**src/sv/mr_pkg.sv**
```systemverilog
// Shared types, constants and base tables of the Miller-Rabin primality tester.
`timescale 1ns / 1ps
package mr_pkg;

   // Default candidate width and width of a base constant.
   localparam int NUMBER_WIDTH_DEF = 64;
   localparam int BASE_W = 7;
   localparam int BIDX_W = 3;

   // Range limits that pick the base set.
   localparam logic [63:0] LIMIT_SMALL = 64'd1373653;
   localparam logic [63:0] LIMIT_MID   = 64'd9080191;
   localparam logic [63:0] LIMIT_LARGE = 64'd4759123141;

   // Base set chosen by the size of the candidate.
   typedef enum logic [1:0] {
      SET_SMALL,
      SET_MID,
      SET_LARGE,
      SET_HUGE
   } set_type;

   // Controller states.
   typedef enum logic [3:0] {
      ST_IDLE,
      ST_CLASSIFY,
      ST_FACTOR,
      ST_POW_INIT,
      ST_POW_SQ,
      ST_POW_SQ_WAIT,
      ST_POW_MUL_WAIT,
      ST_POW_STEP,
      ST_ROUND_CHECK,
      ST_SQ_WAIT,
      ST_SQ_CHECK,
      ST_DONE
   } state_type;

   // Commands from the controller to the datapath.
   typedef struct packed {
      logic load;
      logic shift_d;
      logic pow_init;
      logic exp_next;
      logic mul_start;
      logic mul_by_base;
      logic cnt_load;
      logic cnt_dec;
      logic base_next;
   } cmd_type;

   // Status from the datapath to the controller.
   typedef struct packed {
      logic small_comp;
      logic small_prime;
      logic even;
      logic d_odd;
      logic e_top;
      logic e_last;
      logic mul_done;
      logic x_one;
      logic x_nm1;
      logic cnt_one;
      logic base_last;
   } status_type;

   // Base value at a given place of a set.
   function automatic logic [BASE_W-1:0] base_of(input set_type set, input logic [BIDX_W-1:0] idx);
      logic [BASE_W-1:0] b;
      b = 7'd2;
      unique case (set)
         SET_SMALL: b = (idx == 3'd0) ? 7'd2 : 7'd3;
         SET_MID:   b = (idx == 3'd0) ? 7'd31 : 7'd73;
         SET_LARGE: begin
            case (idx)
               3'd0:    b = 7'd2;
               3'd1:    b = 7'd7;
               default: b = 7'd61;
            endcase
         end
         default: begin
            case (idx)
               3'd0:    b = 7'd2;
               3'd1:    b = 7'd3;
               3'd2:    b = 7'd5;
               3'd3:    b = 7'd7;
               default: b = 7'd11;
            endcase
         end
      endcase
      return b;
   endfunction

   // Index of the last base in a set.
   function automatic logic [BIDX_W-1:0] last_idx(input set_type set);
      logic [BIDX_W-1:0] li;
      unique case (set)
         SET_SMALL: li = 3'd1;
         SET_MID:   li = 3'd1;
         SET_LARGE: li = 3'd2;
         default:   li = 3'd4;
      endcase
      return li;
   endfunction

endpackage

```
**src/sv/mr_mulmod.sv**
```systemverilog
// Bit-serial modular multiplier: double-and-add with reduction, a doubling and a conditional add per bit.
`timescale 1ns / 1ps
module mr_mulmod #(
   parameter int W = mr_pkg::NUMBER_WIDTH_DEF,
   parameter int CW = $clog2(W)
) (
   input  logic          clock,
   input  logic          reset,
   input  logic          start,
   input  logic [W-1:0]  x_op,
   input  logic [W-1:0]  y_op,
   input  logic [W-1:0]  m_op,
   input  logic [CW-1:0] top_bit,
   output logic          done,
   output logic [W-1:0]  product
);
   import mr_pkg::*;

   logic [W-1:0]  acc_ff, acc_in;
   logic [W-1:0]  x_ff, x_in;
   logic [W-1:0]  y_ff, y_in;
   logic [W-1:0]  m_ff, m_in;
   logic [CW-1:0] idx_ff, idx_in;
   logic          phase_ff, phase_in;
   logic          busy_ff, busy_in;
   logic          done_ff, done_in;

   // (a + b) mod m for a and b below m.
   function automatic logic [W-1:0] add_mod(input logic [W-1:0] a, input logic [W-1:0] b,
                                            input logic [W-1:0] m);
      logic [W-1:0] room;
      room = m - b;
      return (a >= room) ? (a - room) : (a + b);
   endfunction

   // One step each cycle: doubling in the first phase, conditional add in the second.
   always_comb begin
      acc_in   = acc_ff;
      x_in     = x_ff;
      y_in     = y_ff;
      m_in     = m_ff;
      idx_in   = idx_ff;
      phase_in = phase_ff;
      busy_in  = busy_ff;
      done_in  = 1'b0;
      if (start) begin
         acc_in   = '0;
         x_in     = x_op;
         y_in     = y_op;
         m_in     = m_op;
         idx_in   = top_bit;
         phase_in = 1'b0;
         busy_in  = 1'b1;
      end else if (busy_ff) begin
         if (!phase_ff) begin
            acc_in   = add_mod(acc_ff, acc_ff, m_ff);
            phase_in = 1'b1;
         end else begin
            if (y_ff[idx_ff]) begin
               acc_in = add_mod(acc_ff, x_ff, m_ff);
            end
            phase_in = 1'b0;
            if (idx_ff == '0) begin
               busy_in = 1'b0;
               done_in = 1'b1;
            end else begin
               idx_in = idx_ff - 1'b1;
            end
         end
      end
   end

   // Control flops take reset; operands do not.
   always_ff @(posedge clock) begin
      if (reset) begin
         busy_ff <= 1'b0;
         done_ff <= 1'b0;
      end else begin
         busy_ff <= busy_in;
         done_ff <= done_in;
      end
      acc_ff   <= acc_in;
      x_ff     <= x_in;
      y_ff     <= y_in;
      m_ff     <= m_in;
      idx_ff   <= idx_in;
      phase_ff <= phase_in;
   end

   assign done    = done_ff;
   assign product = acc_ff;

   // A new product is never started over one in progress.
   a_no_restart: assert property (@(posedge clock) disable iff (reset) start |-> !busy_ff)
      else $error("multiplier started while busy");
   // Completion is a one-cycle pulse that ends a busy period.
   a_done_pulse: assert property (@(posedge clock) disable iff (reset)
      done_ff |-> (!busy_ff && $past(busy_ff)))
      else $error("done without a preceding busy period");
   // The running sum stays reduced.
   a_acc_reduced: assert property (@(posedge clock) disable iff (reset)
      (busy_ff && !start) |-> (acc_ff < m_ff))
      else $error("accumulator left its residue range");

endmodule

```
**src/sv/mr_datapath.sv**
```systemverilog
// Datapath: candidate, odd part, exponent scan, round value and the modular multiplier.
`timescale 1ns / 1ps
module mr_datapath #(
   parameter int W = mr_pkg::NUMBER_WIDTH_DEF
) (
   input  logic               clock,
   input  logic               reset,
   input  mr_pkg::cmd_type    cmd,
   input  logic [63:0]        candidate,
   output mr_pkg::status_type status
);
   import mr_pkg::*;

   localparam int CW = $clog2(W);

   logic [W-1:0]      n_ff, n_in;
   logic [W-1:0]      d_ff, d_in;
   logic [CW-1:0]     r_ff, r_in;
   logic [W-1:0]      e_ff, e_in;
   logic [CW-1:0]     ecnt_ff, ecnt_in;
   logic [CW-1:0]     cnt_ff, cnt_in;
   logic [W-1:0]      x_ff, x_in;
   set_type           set_ff, set_in;
   logic [BIDX_W-1:0] bidx_ff, bidx_in;
   logic [W-1:0]      n_new;
   logic [63:0]       n_new_wide;
   logic [W-1:0]      nm1;
   logic [W-1:0]      mul_x;
   logic [W-1:0]      mul_y;
   logic [CW-1:0]     mul_top;
   logic              mul_done;
   logic [W-1:0]      mul_prod;

   assign n_new      = candidate[W-1:0];
   assign n_new_wide = 64'(n_new);
   assign nm1        = n_ff - 1'b1;

   // A product that starts as the previous one finishes takes the fresh result.
   assign mul_x = mul_done ? mul_prod : x_ff;

   // Operand selection: a full squaring or a short product by the base.
   assign mul_y   = cmd.mul_by_base ? W'(base_of(set_ff, bidx_ff)) : x_ff;
   assign mul_top = cmd.mul_by_base ? CW'(BASE_W - 1) : CW'(W - 1);

   mr_mulmod #(.W(W), .CW(CW)) u_mulmod (
      .clock   (clock),
      .reset   (reset),
      .start   (cmd.mul_start),
      .x_op    (mul_x),
      .y_op    (mul_y),
      .m_op    (n_ff),
      .top_bit (mul_top),
      .done    (mul_done),
      .product (mul_prod)
   );

   // Register updates under controller command.
   always_comb begin
      n_in    = n_ff;
      d_in    = d_ff;
      r_in    = r_ff;
      e_in    = e_ff;
      ecnt_in = ecnt_ff;
      cnt_in  = cnt_ff;
      x_in    = x_ff;
      set_in  = set_ff;
      bidx_in = bidx_ff;
      if (cmd.load) begin
         n_in    = n_new;
         d_in    = n_new - 1'b1;
         r_in    = '0;
         bidx_in = '0;
         if (n_new_wide < LIMIT_SMALL) begin
            set_in = SET_SMALL;
         end else if (n_new_wide < LIMIT_MID) begin
            set_in = SET_MID;
         end else if (n_new_wide < LIMIT_LARGE) begin
            set_in = SET_LARGE;
         end else begin
            set_in = SET_HUGE;
         end
      end
      if (cmd.shift_d) begin
         d_in = d_ff >> 1;
         r_in = r_ff + 1'b1;
      end
      if (cmd.pow_init) begin
         x_in    = W'(1);
         e_in    = d_ff;
         ecnt_in = '0;
      end
      if (cmd.exp_next) begin
         e_in    = e_ff << 1;
         ecnt_in = ecnt_ff + 1'b1;
      end
      if (cmd.cnt_load) begin
         cnt_in = r_ff;
      end
      if (cmd.cnt_dec) begin
         cnt_in = cnt_ff - 1'b1;
      end
      if (cmd.base_next) begin
         bidx_in = bidx_ff + 1'b1;
      end
      if (mul_done) begin
         x_in = mul_prod;
      end
   end

   always_ff @(posedge clock) begin
      n_ff    <= n_in;
      d_ff    <= d_in;
      r_ff    <= r_in;
      e_ff    <= e_in;
      ecnt_ff <= ecnt_in;
      cnt_ff  <= cnt_in;
      x_ff    <= x_in;
      set_ff  <= set_in;
      bidx_ff <= bidx_in;
   end

   // Status flags for the controller.
   always_comb begin
      status.small_comp  = (n_ff <= W'(1)) || (n_ff == W'(4));
      status.small_prime = (n_ff == W'(2)) || (n_ff == W'(3));
      status.even        = !n_ff[0];
      status.d_odd       = d_ff[0];
      status.e_top       = e_ff[W-1];
      status.e_last      = (ecnt_ff == CW'(W - 1));
      status.mul_done    = mul_done;
      status.x_one       = (x_ff == W'(1));
      status.x_nm1       = (x_ff == nm1);
      status.cnt_one     = (cnt_ff == CW'(1));
      status.base_last   = (bidx_ff == last_idx(set_ff));
   end

endmodule

```
**src/sv/mr_ctrl.sv**
```systemverilog
// Controller: sequences classification, factoring, exponentiation and the squaring rounds.
`timescale 1ns / 1ps
module mr_ctrl (
   input  logic               clock,
   input  logic               reset,
   input  logic               req_valid,
   output logic               req_stall,
   output logic               rsp_valid,
   input  logic               rsp_stall,
   output logic               rsp_is_prime,
   input  mr_pkg::status_type status,
   output mr_pkg::cmd_type    cmd
);
   import mr_pkg::*;

   state_type state_ff, state_in;
   logic      verdict_ff, verdict_in;
   logic      rsp_valid_ff, rsp_valid_in;
   logic      rsp_is_prime_ff, rsp_is_prime_in;

   // Next state.
   always_comb begin
      state_in   = state_ff;
      verdict_in = verdict_ff;
      unique case (state_ff)
         ST_IDLE: begin
            if (req_valid) state_in = ST_CLASSIFY;
         end
         ST_CLASSIFY: begin
            if (status.small_comp) begin
               verdict_in = 1'b0;
               state_in   = ST_DONE;
            end else if (status.small_prime) begin
               verdict_in = 1'b1;
               state_in   = ST_DONE;
            end else if (status.even) begin
               verdict_in = 1'b0;
               state_in   = ST_DONE;
            end else begin
               state_in = ST_FACTOR;
            end
         end
         ST_FACTOR: begin
            if (status.d_odd) state_in = ST_POW_INIT;
         end
         ST_POW_INIT: state_in = ST_POW_SQ;
         ST_POW_SQ:   state_in = ST_POW_SQ_WAIT;
         ST_POW_SQ_WAIT: begin
            if (status.mul_done) begin
               state_in = status.e_top ? ST_POW_MUL_WAIT : ST_POW_STEP;
            end
         end
         ST_POW_MUL_WAIT: begin
            if (status.mul_done) state_in = ST_POW_STEP;
         end
         ST_POW_STEP: begin
            state_in = status.e_last ? ST_ROUND_CHECK : ST_POW_SQ;
         end
         ST_ROUND_CHECK, ST_SQ_CHECK: begin
            if (status.x_nm1 || (state_ff == ST_ROUND_CHECK && status.x_one)) begin
               if (status.base_last) begin
                  verdict_in = 1'b1;
                  state_in   = ST_DONE;
               end else begin
                  state_in = ST_POW_INIT;
               end
            end else if (status.x_one || status.cnt_one) begin
               verdict_in = 1'b0;
               state_in   = ST_DONE;
            end else begin
               state_in = ST_SQ_WAIT;
            end
         end
         ST_SQ_WAIT: begin
            if (status.mul_done) state_in = ST_SQ_CHECK;
         end
         ST_DONE: begin
            if (!rsp_valid_ff || !rsp_stall) state_in = ST_IDLE;
         end
         default: state_in = ST_IDLE;
      endcase
   end

   // Commands and result register.
   always_comb begin
      cmd             = '0;
      rsp_valid_in    = rsp_valid_ff && rsp_stall;
      rsp_is_prime_in = rsp_is_prime_ff;
      unique case (state_ff)
         ST_IDLE: begin
            cmd.load = req_valid;
         end
         ST_CLASSIFY: ;
         ST_FACTOR: begin
            cmd.shift_d = !status.d_odd;
         end
         ST_POW_INIT: begin
            cmd.pow_init = 1'b1;
         end
         ST_POW_SQ: begin
            cmd.mul_start = 1'b1;
         end
         ST_POW_SQ_WAIT: begin
            cmd.mul_start   = status.mul_done && status.e_top;
            cmd.mul_by_base = 1'b1;
         end
         ST_POW_MUL_WAIT: ;
         ST_POW_STEP: begin
            cmd.exp_next = !status.e_last;
            cmd.cnt_load = status.e_last;
         end
         ST_ROUND_CHECK, ST_SQ_CHECK: begin
            if (status.x_nm1 || (state_ff == ST_ROUND_CHECK && status.x_one)) begin
               cmd.base_next = !status.base_last;
            end else if (!(status.x_one || status.cnt_one)) begin
               cmd.mul_start = 1'b1;
               cmd.cnt_dec   = 1'b1;
            end
         end
         ST_SQ_WAIT: ;
         ST_DONE: begin
            if (!rsp_valid_ff || !rsp_stall) begin
               rsp_valid_in    = 1'b1;
               rsp_is_prime_in = verdict_ff;
            end
         end
         default: ;
      endcase
   end

   always_ff @(posedge clock) begin
      if (reset) begin
         state_ff     <= ST_IDLE;
         rsp_valid_ff <= 1'b0;
      end else begin
         state_ff     <= state_in;
         rsp_valid_ff <= rsp_valid_in;
      end
      verdict_ff      <= verdict_in;
      rsp_is_prime_ff <= rsp_is_prime_in;
   end

   assign req_stall    = (state_ff != ST_IDLE);
   assign rsp_valid    = rsp_valid_ff;
   assign rsp_is_prime = rsp_is_prime_ff;

   // An item is only taken in the idle state.
   a_load_idle: assert property (@(posedge clock) disable iff (reset)
      cmd.load |-> (state_ff == ST_IDLE))
      else $error("load outside idle");
   // A stalled result holds its value.
   a_rsp_hold: assert property (@(posedge clock) disable iff (reset)
      (rsp_valid_ff && rsp_stall) |=> (rsp_valid_ff && $stable(rsp_is_prime_ff)))
      else $error("stalled result changed");
   // Leaving the done state always presents a result.
   a_done_out: assert property (@(posedge clock) disable iff (reset)
      (state_ff == ST_DONE && state_in == ST_IDLE) |=> rsp_valid_ff)
      else $error("result lost");

endmodule

```
**src/sv/miller_rabin_primality_test_top.sv**
```systemverilog
// Top level of the deterministic Miller-Rabin primality tester.
//
// Input channel req_: one candidate per transfer on req_candidate (low NUMBER_WIDTH
// bits used). Result channel rsp_: one transfer per candidate, rsp_is_prime is 1 for a
// probable prime under the size-selected base set and 0 for a composite.
// A transfer happens on a clock edge with valid high and stall low.
// One candidate is worked on at a time; req_stall is high from acceptance until the
// result has been placed in the output register.
// Trivial candidates (small, even) go from classification straight to the result.
// Odd candidates first strip the r factors of two from n-1, then per base run
// NUMBER_WIDTH exponent steps, each a full squaring followed by the step itself,
// plus one short multiply by the base for each set bit of the odd part,
// then up to r-1 further squarings, all on the bit-serial modular multiplier.
// The result register holds its value while rsp_stall is high; the block returns to
// idle and takes the next candidate once the result has been loaded.
// Synchronous reset returns the controller to idle and drops rsp_valid.
`timescale 1ns / 1ps
module miller_rabin_primality_test_top #(
   parameter int NUMBER_WIDTH = mr_pkg::NUMBER_WIDTH_DEF
) (
   input  logic        clock,
   input  logic        reset,
   input  logic        req_valid,
   output logic        req_stall,
   input  logic [63:0] req_candidate,
   output logic        rsp_valid,
   input  logic        rsp_stall,
   output logic        rsp_is_prime
);
   import mr_pkg::*;

   cmd_type    cmd;
   status_type status;

   mr_ctrl u_ctrl (
      .clock        (clock),
      .reset        (reset),
      .req_valid    (req_valid),
      .req_stall    (req_stall),
      .rsp_valid    (rsp_valid),
      .rsp_stall    (rsp_stall),
      .rsp_is_prime (rsp_is_prime),
      .status       (status),
      .cmd          (cmd)
   );

   mr_datapath #(.W(NUMBER_WIDTH)) u_datapath (
      .clock     (clock),
      .reset     (reset),
      .cmd       (cmd),
      .candidate (req_candidate),
      .status    (status)
   );

endmodule
```
**config.mk**
```make
export PLATFORM = sky130hd
export DESIGN_NAME = miller_rabin_primality_test_top
export DESIGN_NICKNAME = d
export VERILOG_FILES = /design/src/sv/mr_pkg.sv /design/src/sv/mr_mulmod.sv /design/src/sv/mr_datapath.sv /design/src/sv/mr_ctrl.sv /design/src/sv/miller_rabin_primality_test_top.sv
export SDC_FILE = /design/constraint.sdc
export NUM_CORES = 2
export LEC_CHECK = 0
export BUFFER_PORTS_ARGS = -buffer_cell sky130_fd_sc_hd__buf_2
export CORE_MARGIN = 5
export CORE_UTILIZATION = 40
export CTS_CLUSTER_SIZE = 40
export DETAILED_ROUTE_END_ITERATION = 7
export PLACE_DENSITY = 0.53
export REMOVE_ABC_BUFFERS = 1
export SLEW_MARGIN = 25
export SYNTH_ARGS = -nofsm -noshare
export SYNTH_HDL_FRONTEND = slang
export SYNTH_SLANG_ARGS = --single-unit
```
**constraint.sdc**
```tcl
create_clock -name clock -period 13 [get_ports clock]
set_input_delay 2.6 -clock clock [delete_from_list [all_inputs] [get_ports clock]]
set_output_delay 2.6 -clock clock [all_outputs]
set_load 0.01 [all_outputs]
```
==> summary.md <==
| Metric | Value |
|---|---|
| Critical path's top delay family | compound AO/OA/AOI/OAI gates |
| Placed insts | 6430 |
| EDFF count, synth | 477 |
| Most frequent cell after synthesis | edfxtp_1 |
| Cell taking the most area after synthesis | edfxtp_1 |
| DRT antenna net count | 0 |
| Avg WL per Cell | 25.5 um |
| Crit path max-delay cell type | o41ai_1 |
| Setup WS pre-CTS | 4480 ps |
| Post-synthesis sequential area ratio | 0.348 |
| Crit path DAT | 9150 ps |
| Clock Latency Late Sink | 670 ps |
| Cts repair resizes | 0 |
| First-pass DRT Iterations | 6 |
| Final worst setup slack | 4380 ps |
| YS warnings | 0 |
| Synth cell count leaders | edfxtp_1 (477), nand2_1 (435), a21oi_1 (409) |
| Util after Layout | 0.438 |
| CTS Buf Count | 60 |
| FP Rows | 123 |
| First-pass GRT wire length | 245000 um |
| Finished Layout Cells | 6546 |
| Die Footprint | 0.120 mm^2 |
| Minimum clock period | 8620 ps |
| Actual slew at the worst max-slew pin | 1020 ps |
| P&R area growth vs syn | 8.55% |
| Clk pin slew, worst setup/hold paths | 70 ps |
| Crit start category | flip-flop |
| Internal power | 7000 uW |
| Max Freq | 0.116 GHz |
| Post-DP HPWL | 132000 um |
| Die W | 347 um |
| Final hold vios | 0 |
| Nets | 5397 |
| Bufs and invs on worst path | 3 |
| Max IR drop VDD | 0.134 mV |
| IO Pins | 71 |
| P_leak | 0.0189 uW |
| Worst path required time | 13530 ps |
| Drt drc | 0 |
| # hold bufs at CTS | 0 |
| Initial core utilization | 0.403 |
| Syn avg cell area | 8.98 um^2 |
| Die Y | 347 um |
| Detailed router's first-iteration violation count | 4253 |
| Total core area | 0.113 mm^2 |
| Synth cell types | 89 |
| Fraction of layout cells with a size suffix above 1 | 0.0765 |
| Top cells by area, synth | edfxtp_1 (32%), ha_1 (9.1%), xnor2_1 (5.0%) |
| RSZ-0062 raised after global routing | false |
| Clk_skew | 45.4 ps |
| Setup bufs post-CTS | 0 |
| Routed via count | 40.0k |
| Number of port buffers | 70 |
| Reg power frac | 0.223 |
| Synthesized flop and latch total | 551 |
| Switching share of power | 0.517 |
| Critical path peak fanout | 55 |
| Critical Path End Type | flip-flop |
| GR Overflow Total | 0 |
| HP Class | flip-flop to flip-flop |
| Pins Over Slew Limit | 0 |
| Pin count of the biggest net entering global routing | 179 |
| Max-cap violations | 0 |
| Synth Flop Type | edfxtp_1 |
| Post-synth top area share | 0.315 |
| Root Buffer | clkbuf_16 |
| NetSw | 7490 uW |
| Share of power burned in the clock network | 0.130 |
| CP Class | flip-flop to flip-flop |
| H-tree Lvls | 2 |
| Max stage delay on crit path | 590 ps |
| TritonCTS clock tree | done |
| Setup TNS | 0 ps |
| Max Root-Sink Buffers | 3 |
| Clock tree sinks | 551 |
| Status | finished, final reports clean |
| Antenna violations before repair | 4 |
| Final setup viols | 0 |
| Mapped Cells | 5057 |
| GPL Wtd Cong | 0.978 |
| Max_slew headroom | 0.319 |
| Synthesized area | 0.0454 mm^2 |
| WL final | 167000 um |
| Gr usage total | 0.264 |
| Via-to-Cell Ratio | 6.12 |
| Vias in the first global route | 37.5k |
| Final cycle utilization of the critical path | 0.663 |
| Combinational power share | 0.647 |
| Async set or reset register ratio after synthesis | 0 |
| Power per cell area | 294 mW/mm^2 |
worst register-to-register path, stage by stage (launching register included):
cell	delay, ps
dfxtp_1	550
inv_1	220
ha_1	310
nor2b_1	120
o21ai_0	300
a21oi_1	150
o41ai_1	590
a21oi_1	330
o21ai_0	250
o21ai_0	260
a311oi_1	440
o21ai_0	250
a221o_1	340
a21oi_1	190
xor2_1	90
ha_1	380
inv_1	90
nor3_1	500
nand2_1	100
nor4_1	490
a21oi_1	140
nor4b_1	230
a211o_1	450
nand2_2	100
buf_4	540
o311ai_0	400
a221o_1	390
a211oi_1	270
path summary, 6_finish.rpt:
check	start	end	slack, ps	depth (start not counted)
max reg2reg	u_datapath.u_mulmod.product[1]	u_datapath.u_mulmod.product[56]	4380	27
max	u_datapath.u_mulmod.product[1]	u_datapath.u_mulmod.product[56]	4380	27
min reg2reg	u_ctrl.verdict_ff	u_ctrl.rsp_is_prime	480	0
min	u_ctrl.verdict_ff	u_ctrl.rsp_is_prime	480	0
cells in the final DEF, fill, tap and decap left out, types with 47 or more instances in the layout:
cell       synthesis  layout
o211ai_1          94      94
a22o_1            66      66
a211oi_1          56      55
nor3_1           134     134
nand2_1          435     431
buf_2              8      70
edfxtp_1         477     477
nor2_1           276     273
inv_1            229     228
and2_1           155     152
a21o_1           239     239
o21ai_0          328     328
mux2_2            67      67
clkbuf_16          0      61
ha_1             332     332
xnor2_1          261     261
a31oi_1           59      59
nor4_1            65      63
o21bai_1          59      59
nand2b_1          47      47
nand3_1          101     101
nor2b_1           48      48
a21oi_1          409     409
xor2_1           190     190
nand4_1           98      98
dfxtp_1           74      72
power groups by stage:
stage | clock (uW) | sequential [uW] | combinational (uW)
2_1_floorplan | 0 | 2920 | 6520
3_3_place_gp | 0 | 3230 | 9180
3_5_place_dp | 0 | 3230 | 9070
4_1_cts | 1920 | 3190 | 9140
5_1_grt | 1990 | 3260 | 10100
6_report | 1880 | 3230 | 9380
flip-flops by register name (all words and copies together), names as in the netlist, 4 cells and up:
name,count
u_datapath.u_mulmod.x_ff,64
u_datapath.ecnt_ff,6
u_datapath.u_mulmod.m_ff,64
u_datapath.n_ff,64
u_datapath.u_mulmod.product,64
u_datapath.cnt_ff,6
u_datapath.d_ff,64
u_ctrl.state_ff,4
u_datapath.x_ff,64
u_datapath.e_ff,64
u_datapath.u_mulmod.idx_ff,6
u_datapath.r_ff,6
u_datapath.u_mulmod.y_ff,64
layout make-up:
type                       count  area [um^2]
tap                         1500         1880
antenna                        2         5.00
clock buffer                  66         1580
clock inverter                48          586
inverter                     229          860
multi-input combinational   4035        27900
timing repair buffer         115          701
fill                       11200        63300
sequential                   551        15800
stage by stage:
stage / instance area [um^2] / total power (uW) / hold slack (ps)
6_report: 49300 / 14500 / 483
4_1_cts: 49300 / 14300 / 494
5_1_grt: 49300 / 15400 / 477
3_3_place_gp: 47100 / 12400 / 484
2_1_floorplan: 44500 / 9440 / 400
3_5_place_dp: 47200 / 12300 / 489
routing by layer:
layer  wire length, um  vias to the layer above  GRT usage  share of wire
li1                  -                    18800          -              -
met4              4250                        0     0.0603          0.025
met3             14100                      202     0.0410          0.084
met2             69100                     1615      0.388           0.41
met1             79400                    19400      0.407           0.48
met5                 0                        -          0              0
logic make-up after synthesis:
group                      Yosys count  share of synthesized area
AOI/OAI and AO/OA                 1599                      0.230
DFF                                551                      0.348
muxes                              103                     0.0301
buffers and inverters              471                     0.0395
and+or+nand+nor                   1545                      0.172
adders and majority gates          337                     0.0936
xor gates and xnor gates           451                     0.0869
(Power assumes the default switching activity.)
